==> src/hdl/base32_stream_encoder_assert.svh <==
// Assertion macros shared by the base32 stream encoder modules.
// No dependencies; each using module supplies its own clock and reset names.
`ifndef BASE32_STREAM_ENCODER_ASSERT_SVH
`define BASE32_STREAM_ENCODER_ASSERT_SVH

// Consequent must hold in the same cycle as the antecedent.
`define B32E_ASSERT_NOW(lbl, clk, rst, ante, cons, msg) \
  lbl: assert property (@(posedge clk) disable iff (rst) (ante) |-> (cons)) \
    else $error(msg);

// Consequent must hold in the cycle after the antecedent.
`define B32E_ASSERT_NEXT(lbl, clk, rst, ante, cons, msg) \
  lbl: assert property (@(posedge clk) disable iff (rst) (ante) |=> (cons)) \
    else $error(msg);

`endif

==> src/hdl/b32e_pkg.sv <==
// Shared types, constants and the symbol lookup for the base32 stream encoder.
// No dependencies.
package b32e_pkg;

  localparam int unsigned GROUP_W = 5;
  localparam int unsigned BYTE_W  = 8;
  localparam int unsigned ACC_W   = 12;
  localparam int unsigned HELD_W  = 4;
  localparam int unsigned COUNT_W = 16;

  localparam logic [HELD_W-1:0] GROUP_BITS = 4'd5;
  localparam logic [HELD_W-1:0] BYTE_BITS  = 4'd8;
  localparam logic [COUNT_W-1:0] LIMIT_RESET = 16'd512;

  localparam logic [7:0] ASCII_A     = 8'h41;
  localparam logic [7:0] ASCII_2     = 8'h32;
  localparam logic [7:0] NUM_LETTERS = 8'd26;

  // One 5-bit group handed from the front end to the back end.
  typedef struct packed {
    logic               msg_end;
    logic [GROUP_W-1:0] idx;
  } grp_t;

  // One result as it waits in the output queue.
  typedef struct packed {
    logic [7:0]         symbol;
    logic               final_res;
    logic [COUNT_W-1:0] emitted;
  } res_t;

  // A-Z for 0-25, 2-7 for 26-31.
  function automatic logic [7:0] b32_char(input logic [GROUP_W-1:0] idx);
    logic [7:0] wide;
    wide = {3'b000, idx};
    if (wide < NUM_LETTERS) begin
      return ASCII_A + wide;
    end else begin
      return ASCII_2 + (wide - NUM_LETTERS);
    end
  endfunction

endpackage

==> src/hdl/b32e_queue.sv <==
// Small register-based FIFO used between the encoder stages and at the output.
// No dependencies.
module b32e_queue #(
  parameter int unsigned WIDTH = 8,
  parameter int unsigned DEPTH = 4
) (
  input  logic             clk,
  input  logic             rst,
  input  logic             push,
  input  logic [WIDTH-1:0] din,
  output logic             full,
  input  logic             pop,
  output logic [WIDTH-1:0] dout,
  output logic             empty
);

  localparam int unsigned AW = (DEPTH > 1) ? $clog2(DEPTH) : 1;
  localparam int unsigned CW = $clog2(DEPTH + 1);

  logic [WIDTH-1:0] mem [DEPTH];
  logic [AW-1:0]    wr_ptr;
  logic [AW-1:0]    rd_ptr;
  logic [CW-1:0]    count;
  logic             do_push;
  logic             do_pop;

  assign full    = (count == CW'(DEPTH));
  assign empty   = (count == '0);
  assign do_push = push && !full;
  assign do_pop  = pop && !empty;
  assign dout    = mem[rd_ptr];

  always_ff @(posedge clk) begin
    if (do_push) begin
      mem[wr_ptr] <= din;
    end
  end

  always_ff @(posedge clk) begin
    if (rst) begin
      wr_ptr <= '0;
      rd_ptr <= '0;
      count  <= '0;
    end else begin
      if (do_push) begin
        wr_ptr <= (wr_ptr == AW'(DEPTH - 1)) ? '0 : wr_ptr + AW'(1);
      end
      if (do_pop) begin
        rd_ptr <= (rd_ptr == AW'(DEPTH - 1)) ? '0 : rd_ptr + AW'(1);
      end
      if (do_push && !do_pop) begin
        count <= count + CW'(1);
      end else if (do_pop && !do_push) begin
        count <= count - CW'(1);
      end
    end
  end

endmodule

==> src/hdl/b32e_front.sv <==
// Front end: takes bytes, keeps the bit accumulator and splits it into 5-bit groups.
// Depends on b32e_pkg and base32_stream_encoder_assert.svh.
`include "base32_stream_encoder_assert.svh"

module b32e_front (
  input  logic                          clk,
  input  logic                          rst,
  input  logic                          push,
  input  logic [b32e_pkg::BYTE_W-1:0]   data_byte,
  input  logic                          last_byte,
  output logic                          full,
  output logic                          grp_push,
  output b32e_pkg::grp_t                grp,
  input  logic                          grp_full
);

  logic [b32e_pkg::ACC_W-1:0]  acc;
  logic [b32e_pkg::HELD_W-1:0] held;
  logic                        last_q;
  logic                        busy;

  logic                        has_full;
  logic [b32e_pkg::HELD_W-1:0] held_after;
  logic [b32e_pkg::HELD_W-1:0] held_base;
  logic [b32e_pkg::GROUP_W-1:0] idx_full;
  logic [b32e_pkg::GROUP_W-1:0] idx_pad;
  logic                        grp_valid;
  logic                        more_groups;
  logic                        byte_done;
  logic                        in_fire;

  always_comb begin
    has_full   = (held >= b32e_pkg::GROUP_BITS);
    idx_full   = b32e_pkg::GROUP_W'(acc >> (held - b32e_pkg::GROUP_BITS));
    idx_pad    = b32e_pkg::GROUP_W'(acc << (b32e_pkg::GROUP_BITS - held));
    held_after = has_full ? (held - b32e_pkg::GROUP_BITS) : '0;
    grp_valid  = busy && (has_full || (last_q && (held != '0)));

    grp.idx     = has_full ? idx_full : idx_pad;
    grp.msg_end = last_q && (held_after == '0);
    grp_push    = grp_valid && !grp_full;

    // Another group still pending from this byte after the current one.
    more_groups = (held_after >= b32e_pkg::GROUP_BITS) ||
                  (last_q && (held_after != '0));
    byte_done   = !busy || (grp_push && !more_groups);
    full        = !byte_done;
    in_fire     = push && byte_done;
    held_base   = busy ? held_after : held;
  end

  always_ff @(posedge clk) begin
    if (in_fire) begin
      acc <= {acc[b32e_pkg::ACC_W-b32e_pkg::BYTE_W-1:0], data_byte};
    end
  end

  always_ff @(posedge clk) begin
    if (rst) begin
      held   <= '0;
      last_q <= 1'b0;
      busy   <= 1'b0;
    end else if (in_fire) begin
      held   <= held_base + b32e_pkg::BYTE_BITS;
      last_q <= last_byte;
      busy   <= 1'b1;
    end else if (grp_push) begin
      held <= held_after;
      if (!more_groups) begin
        busy <= 1'b0;
      end
    end
  end

  // A new byte may enter a busy front end only as its final group leaves.
  `B32E_ASSERT_NOW(a_accept_on_final, clk, rst, in_fire && busy, grp_push && !more_groups,
    "byte accepted while groups of the previous byte remain")

endmodule

==> src/hdl/b32e_back.sv <==
// Back end: counts symbols, applies the output limit and forms result items.
// Depends on b32e_pkg and base32_stream_encoder_assert.svh.
`include "base32_stream_encoder_assert.svh"

module b32e_back (
  input  logic                          clk,
  input  logic                          rst,
  input  logic [b32e_pkg::COUNT_W-1:0]  out_limit,
  input  logic                          grp_empty,
  input  b32e_pkg::grp_t                grp,
  output logic                          grp_pop,
  input  logic                          res_full,
  output logic                          res_push,
  output b32e_pkg::res_t                res
);

  logic [b32e_pkg::COUNT_W-1:0] symbol_count;
  logic                         cut_off;
  logic                         drop;
  logic [b32e_pkg::COUNT_W-1:0] cnt_inc;
  logic                         reach;

  always_comb begin
    drop     = cut_off || (out_limit == '0);
    cnt_inc  = symbol_count + b32e_pkg::COUNT_W'(1);
    reach    = (cnt_inc >= out_limit);
    grp_pop  = !grp_empty && (drop || !res_full);
    res_push = grp_pop && !drop;

    res.symbol    = b32e_pkg::b32_char(grp.idx);
    res.final_res = grp.msg_end || reach;
    res.emitted   = cnt_inc;
  end

  always_ff @(posedge clk) begin
    if (rst) begin
      symbol_count <= '0;
      cut_off      <= 1'b0;
    end else if (grp_pop) begin
      if (grp.msg_end) begin
        symbol_count <= '0;
        cut_off      <= 1'b0;
      end else if (!drop) begin
        symbol_count <= cnt_inc;
        if (reach) begin
          cut_off <= 1'b1;
        end
      end
    end
  end

  `B32E_ASSERT_NEXT(a_msg_clear, clk, rst, grp_pop && grp.msg_end,
    (symbol_count == '0) && !cut_off, "message state not cleared at message end")
  `B32E_ASSERT_NOW(a_cut_has_count, clk, rst, cut_off, symbol_count != '0,
    "cut off without any symbol emitted")

endmodule

==> src/hdl/base32_stream_encoder.sv <==
// Top level of the base32 stream encoder: limit register, front end, group
// queue, back end and output queue. Depends on b32e_pkg, b32e_queue,
// b32e_front, b32e_back and base32_stream_encoder_assert.svh.
//
// Streaming base32 encoder (A-Z then 2-7, no '=' padding). Bytes enter through
// a queue-style port (push/full) with last_byte marking the end of a message;
// symbols leave through a queue-style port (empty/pop), each carrying its
// ASCII code, a final_res flag and the running count of symbols emitted for
// the message. Each byte yields one or two symbols, plus a zero-padded symbol
// on the last byte when bits are left over. Output for a message stops at
// out_limit symbols; the symbol that reaches the limit is flagged final and
// the rest of that message is swallowed. Write out_limit only while the block
// is idle; a value of zero suppresses all output. Timing: the front end turns
// a byte into groups at one group per cycle while the group queue has room; a
// byte yields one to three groups (two for most bytes). The back end and the
// output channel move one symbol per cycle while the output queue has room,
// so with pop held high the sustained rate is set by the symbol stream. A
// byte's first symbol passes the accumulator, group queue and output queue.
`include "base32_stream_encoder_assert.svh"

module base32_stream_encoder #(
  parameter int unsigned GRP_DEPTH = 4,
  parameter int unsigned OUT_DEPTH = 2
) (
  input  logic        clk,
  input  logic        rst,
  // configuration
  input  logic        cfg_wr_en,
  input  logic [15:0] cfg_wr_data,
  // byte input
  input  logic        push,
  output logic        full,
  input  logic [7:0]  data_byte,
  input  logic        last_byte,
  // symbol output
  output logic        empty,
  input  logic        pop,
  output logic [7:0]  symbol,
  output logic        final_res,
  output logic [15:0] emitted
);

  logic [b32e_pkg::COUNT_W-1:0] out_limit;

  logic           grp_push;
  logic           grp_full;
  logic           grp_empty;
  logic           grp_pop;
  b32e_pkg::grp_t grp_in;
  b32e_pkg::grp_t grp_out;
  logic [$bits(b32e_pkg::grp_t)-1:0] grp_dout;

  logic           res_push;
  logic           res_full;
  b32e_pkg::res_t res_in;
  b32e_pkg::res_t res_out;
  logic [$bits(b32e_pkg::res_t)-1:0] res_dout;

  // Symbol limit; users must write it only while the block is idle (unchecked).
  always_ff @(posedge clk) begin
    if (rst) begin
      out_limit <= b32e_pkg::LIMIT_RESET;
    end else if (cfg_wr_en) begin
      out_limit <= cfg_wr_data;
    end
  end

  // Split bytes into 5-bit groups, one group per cycle while the group queue has room.
  b32e_front u_front (
    .clk       (clk),
    .rst       (rst),
    .push      (push),
    .data_byte (data_byte),
    .last_byte (last_byte),
    .full      (full),
    .grp_push  (grp_push),
    .grp       (grp_in),
    .grp_full  (grp_full)
  );

  // Decouple group generation from limit handling and output stalls.
  b32e_queue #(
    .WIDTH ($bits(b32e_pkg::grp_t)),
    .DEPTH (GRP_DEPTH)
  ) u_grp_q (
    .clk   (clk),
    .rst   (rst),
    .push  (grp_push),
    .din   (grp_in),
    .full  (grp_full),
    .pop   (grp_pop),
    .dout  (grp_dout),
    .empty (grp_empty)
  );

  assign grp_out = b32e_pkg::grp_t'(grp_dout);

  // Count symbols, apply the limit, map groups to ASCII.
  b32e_back u_back (
    .clk       (clk),
    .rst       (rst),
    .out_limit (out_limit),
    .grp_empty (grp_empty),
    .grp       (grp_out),
    .grp_pop   (grp_pop),
    .res_full  (res_full),
    .res_push  (res_push),
    .res       (res_in)
  );

  // Output queue: the head entry drives the result ports.
  b32e_queue #(
    .WIDTH ($bits(b32e_pkg::res_t)),
    .DEPTH (OUT_DEPTH)
  ) u_res_q (
    .clk   (clk),
    .rst   (rst),
    .push  (res_push),
    .din   (res_in),
    .full  (res_full),
    .pop   (pop),
    .dout  (res_dout),
    .empty (empty)
  );

  assign res_out   = b32e_pkg::res_t'(res_dout);
  assign symbol    = res_out.symbol;
  assign final_res = res_out.final_res;
  assign emitted   = res_out.emitted;

  // A waiting result always counts at least itself.
  `B32E_ASSERT_NOW(a_emitted_nonzero, clk, rst, !empty, emitted != 16'd0,
    "result waiting with a zero symbol count")

endmodule

==> config.mk <==
export PLATFORM = sky130hd
export DESIGN_NAME = base32_stream_encoder
export DESIGN_NICKNAME = d
export VERILOG_FILES = /design/src/hdl/b32e_pkg.sv /design/src/hdl/b32e_queue.sv /design/src/hdl/b32e_front.sv /design/src/hdl/b32e_back.sv /design/src/hdl/base32_stream_encoder.sv
export VERILOG_INCLUDE_DIRS = /design/src /design/src/hdl
export SDC_FILE = /design/constraint.sdc
export NUM_CORES = 1
export LEC_CHECK = 0
export ABC_AREA = 0
export BUFFER_PORTS_ARGS = -buffer_cell sky130_fd_sc_hd__buf_2
export CAP_MARGIN = 10
export CORE_MARGIN = 2
export CORE_UTILIZATION = 31
export CTS_CLUSTER_DIAMETER = 50
export DETAILED_ROUTE_END_ITERATION = 7
export PLACE_DENSITY = 0.48
export SETUP_SLACK_MARGIN = 0.05
export SYNTH_ARGS = -nofsm -noshare
export SYNTH_HDL_FRONTEND = slang
export SYNTH_SLANG_ARGS = --single-unit
export TNS_END_PERCENT = 50
==> constraint.sdc <==
create_clock -name clk -period 2.7 [get_ports clk]
set_input_delay 0.27 -clock clk [delete_from_list [all_inputs] [get_ports clk]]
set_output_delay 0.27 -clock clk [all_outputs]
set_load 0.02 [all_outputs]
==> out/qor.txt <==
max incr delay on CP = 0.38 ns
syn_nets = 627
share of layout cells above drive strength 1 = 29.9%
Clock Power Share = 30.1%
# nets final = 716
Top FF cell, synth = edfxtp_1
worst-case clock buffer depth = 2
Post-synth ARST share = 0%
IR drop worst, VDD = 0.000538 V
First-pass DRT Iterations = 5
Critical Path Start Type = flip-flop
DP Worst Slack = -0.0271 ns
H-tree levels = 4
Cell Rows = 53
top-count cell post-synth = edfxtp_1
synthesized area = 6670 sq um
TNS Setup = 0 ns
die span in y = 151 microns
largest cells by area after synthesis = edfxtp_1 (38%), dfxtp_1 (16%), ha_1 (6.6%)
count of final max-slew check failures = 0
fill count = 2025
Worst EP required = 3.01 ns
critical path, cell by cell = ha_4 -> and3_4 -> and3_4 -> and3_4 -> and3_4 -> xor2_2 -> ha_1 -> a21o_1 -> a21oi_2 -> o21ai_1 -> a21oi_2 -> o21ai_2 -> a31o_1
buffers plus inverters on the worst setup path = 0
Seq pwr share = 37.7%
initial antenna violation count = 0
min cycle time layout = 2.57 ns
CTS sink cnt = 137
GRT Util Overall = 13.5%
Hold Path Class = in2reg
leakage = 3.28 nW
area taken by multi-input logic gates = 3020 sq um
area grow syn2layout = 23.8%
via count = 4503
Antenna diodes = 0
Initial Util = 31.6%
YS warnings = 0
largest net degree at the start of global routing = 24
Ports = 57
slowest stage cell, crit path = dfxtp_4
post-layout util = 39.1%
register area = 3590 sq um
Cell Count, Final, Fillers Out = 938
PortBufs = 55
DP HPWL = 10600 microns
die area = 22700 sq um
core area = 21100 sq um
Synth area leader = edfxtp_1
post-synth top area share = 37.8%
RSZ-0062 raised after global routing = yes
Total Wirelength = 14400 microns
most common library cells after synthesis = edfxtp_1 (84), nor2_1 (55), dfxtp_1 (53)
vias in the first global route = 4631
Levels on crit path = 13
worst slew pin tran = 0.583 ns
register area share after synthesis = 53.8%
initial DRC count = 270
CTS tree = built
CTS Root Cell = clkbuf_16
gpl congestion = 0.810
Top delay family on crit path = compound AO/OA/AOI/OAI gates
Yosys reg bits = 137
Clk Latency, worst-skew pair = 0.42 ns
syn_area_per_cell = 11.9 sq um
net switching power = 0.00258 W
gr ovfl total = 0
relative slew slack = 61.1%
Most Frequent Cell on Critical Path = and3_4
Pwr per Cell Area = 958 nW/um^2
sw frac = 32.6%
status = completed
Cells after Synth = 561
critical path type = reg2reg
Logic pwr share = 32.3%
TritonCTS buffer count = 17
Worst EP arrival = 2.88 ns
global-route wire length before repair = 23500 microns
placed insts = 903
Synth cell types = 58
CP max FO = 4
cts hold-fix bufs = 0
Max-Cap Viols = 0
Worst Hold Path Cells = 1
routed vias/inst = 4.80
wire per inst = 15.4 microns
Int Pwr = 0.00532 W
part of the cycle the worst path needs = 95.2%
Post-synth EDFFs = 84
final setup violation count = 0
Critical Path End Type = flip-flop
post-route ant nets = 0
Worst Skew = 0.0110 ns
clk slew on worst S/H paths = 0.06 ns
DIE WIDTH = 151 microns
Worst R2R Setup Slack = 0.13 ns
final hold vios = 0
reg2reg path depth = 13
fmax = 389 MHz
PnR worst setup slack = 0.130 ns
DRC = 0
-- power by group through the flow --
stage               combinational, W  clock, W  sequential [W]
detailed placement           0.00256         0         0.00302
global route                 0.00281   0.00252         0.00303
floorplan                    0.00179         0         0.00294
global placement             0.00252         0         0.00301
finish                       0.00255   0.00238         0.00298
CTS                          0.00259   0.00243         0.00298
-- cells in the final DEF, fill, tap and decap left out, drive strengths merged, types with 5 or more instances in the layout --
| cell | n |
|---|---|
| nor3 | 8 |
| mux4 | 11 |
| nor3b | 7 |
| xnor2 | 8 |
| edfxtp | 84 |
| mux2i | 31 |
| a211oi | 5 |
| nand2 | 26 |
| ha | 35 |
| xor2 | 16 |
| buf | 90 |
| dfxtp | 53 |
| mux2 | 28 |
| and2 | 5 |
| a21oi | 35 |
| nand3 | 16 |
| nor4 | 5 |
| o21ai | 23 |
| and3 | 10 |
| clkinv | 7 |
| nor2 | 56 |
| clkbuf | 21 |
| inv | 33 |
-- per-layer routing --
metal  routed length, microns  global-route usage [%]  vias up
met5                        0                       0        -
met3                      502                    3.18       20
li1                         -                       -     2230
met2                     6860                    21.4       85
met4                      255                    5.14        0
met1                     6830                    17.8     2168
-- cell families after synthesis --
group                    after synthesis  share of synthesized area, %
AO/OA/AOI/OAI                         93                          8.99
buffers and inverters                 53                          3.21
flip-flops                           137                          53.8
multiplexers                          70                          13.1
adder cells (fa/ha/maj)               37                          7.04
XOR/XNOR                              24                          3.27
AND/OR/NAND/NOR                      146                          10.6
other                                  1                        0.0563
-- flip-flops by register name (all words and copies together) (netlist names), 2 cells and up, named ones only --
signal,flops
u_grp_q.mem,24
u_front.held,4
u_back.symbol_count,16
u_res_q.mem,48
u_front.acc,12
u_grp_q.count,3
u_res_q.count,2
out_limit,16
u_grp_q.rd_ptr,2
u_grp_q.wr_ptr,2
-- path summary, 6_finish.rpt --
kind                          start           endpoint
min                    data_byte[0]     u_front.acc[0]
max reg2reg  u_back.symbol_count[1]     u_back.cut_off
min reg2reg       u_grp_q.wr_ptr[1]  u_grp_q.wr_ptr[1]
max          u_back.symbol_count[1]     u_back.cut_off
-- worst reg2reg max path, stage by stage, from the launching register on --
cell	delay, ns
dfxtp_4	0.38
ha_4	0.14
and3_4	0.18
and3_4	0.18
and3_4	0.18
and3_4	0.19
xor2_2	0.16
ha_1	0.26
a21o_1	0.17
a21oi_2	0.12
o21ai_1	0.08
a21oi_2	0.15
o21ai_2	0.09
a31o_1	0.18
-- layout make-up --
cell class,instances,area share [%]
Sequential cell,137,43.5
Multi-Input combinational cell,371,36.6
Timing Repair Buffer,90,6.98
Clock buffer,21,5.34
Tap cell,275,4.17
Clock inverter,11,1.87
Inverter,33,1.50
-- what timing repair did --
action                                  CTS  global route
pin swaps                                 1             7
hold endpoints to repair                  0             0
endpoints found under the setup margin    4             5
gates resized for setup                   4            20
setup buffers                             0             3
-- per-stage QoR --
step                      cell area [sq um]  power, W  hold WS (ns)
after detailed placement               7520   0.00559         0.448
after CTS                              8130   0.00801       0.00206
after global placement                 7520   0.00553         0.446
final                                  8250   0.00790        0.0233
after global routing                   8250   0.00837      0.000590
after floorplan                        6720   0.00473         0.369
(Power assumes the default switching activity.)
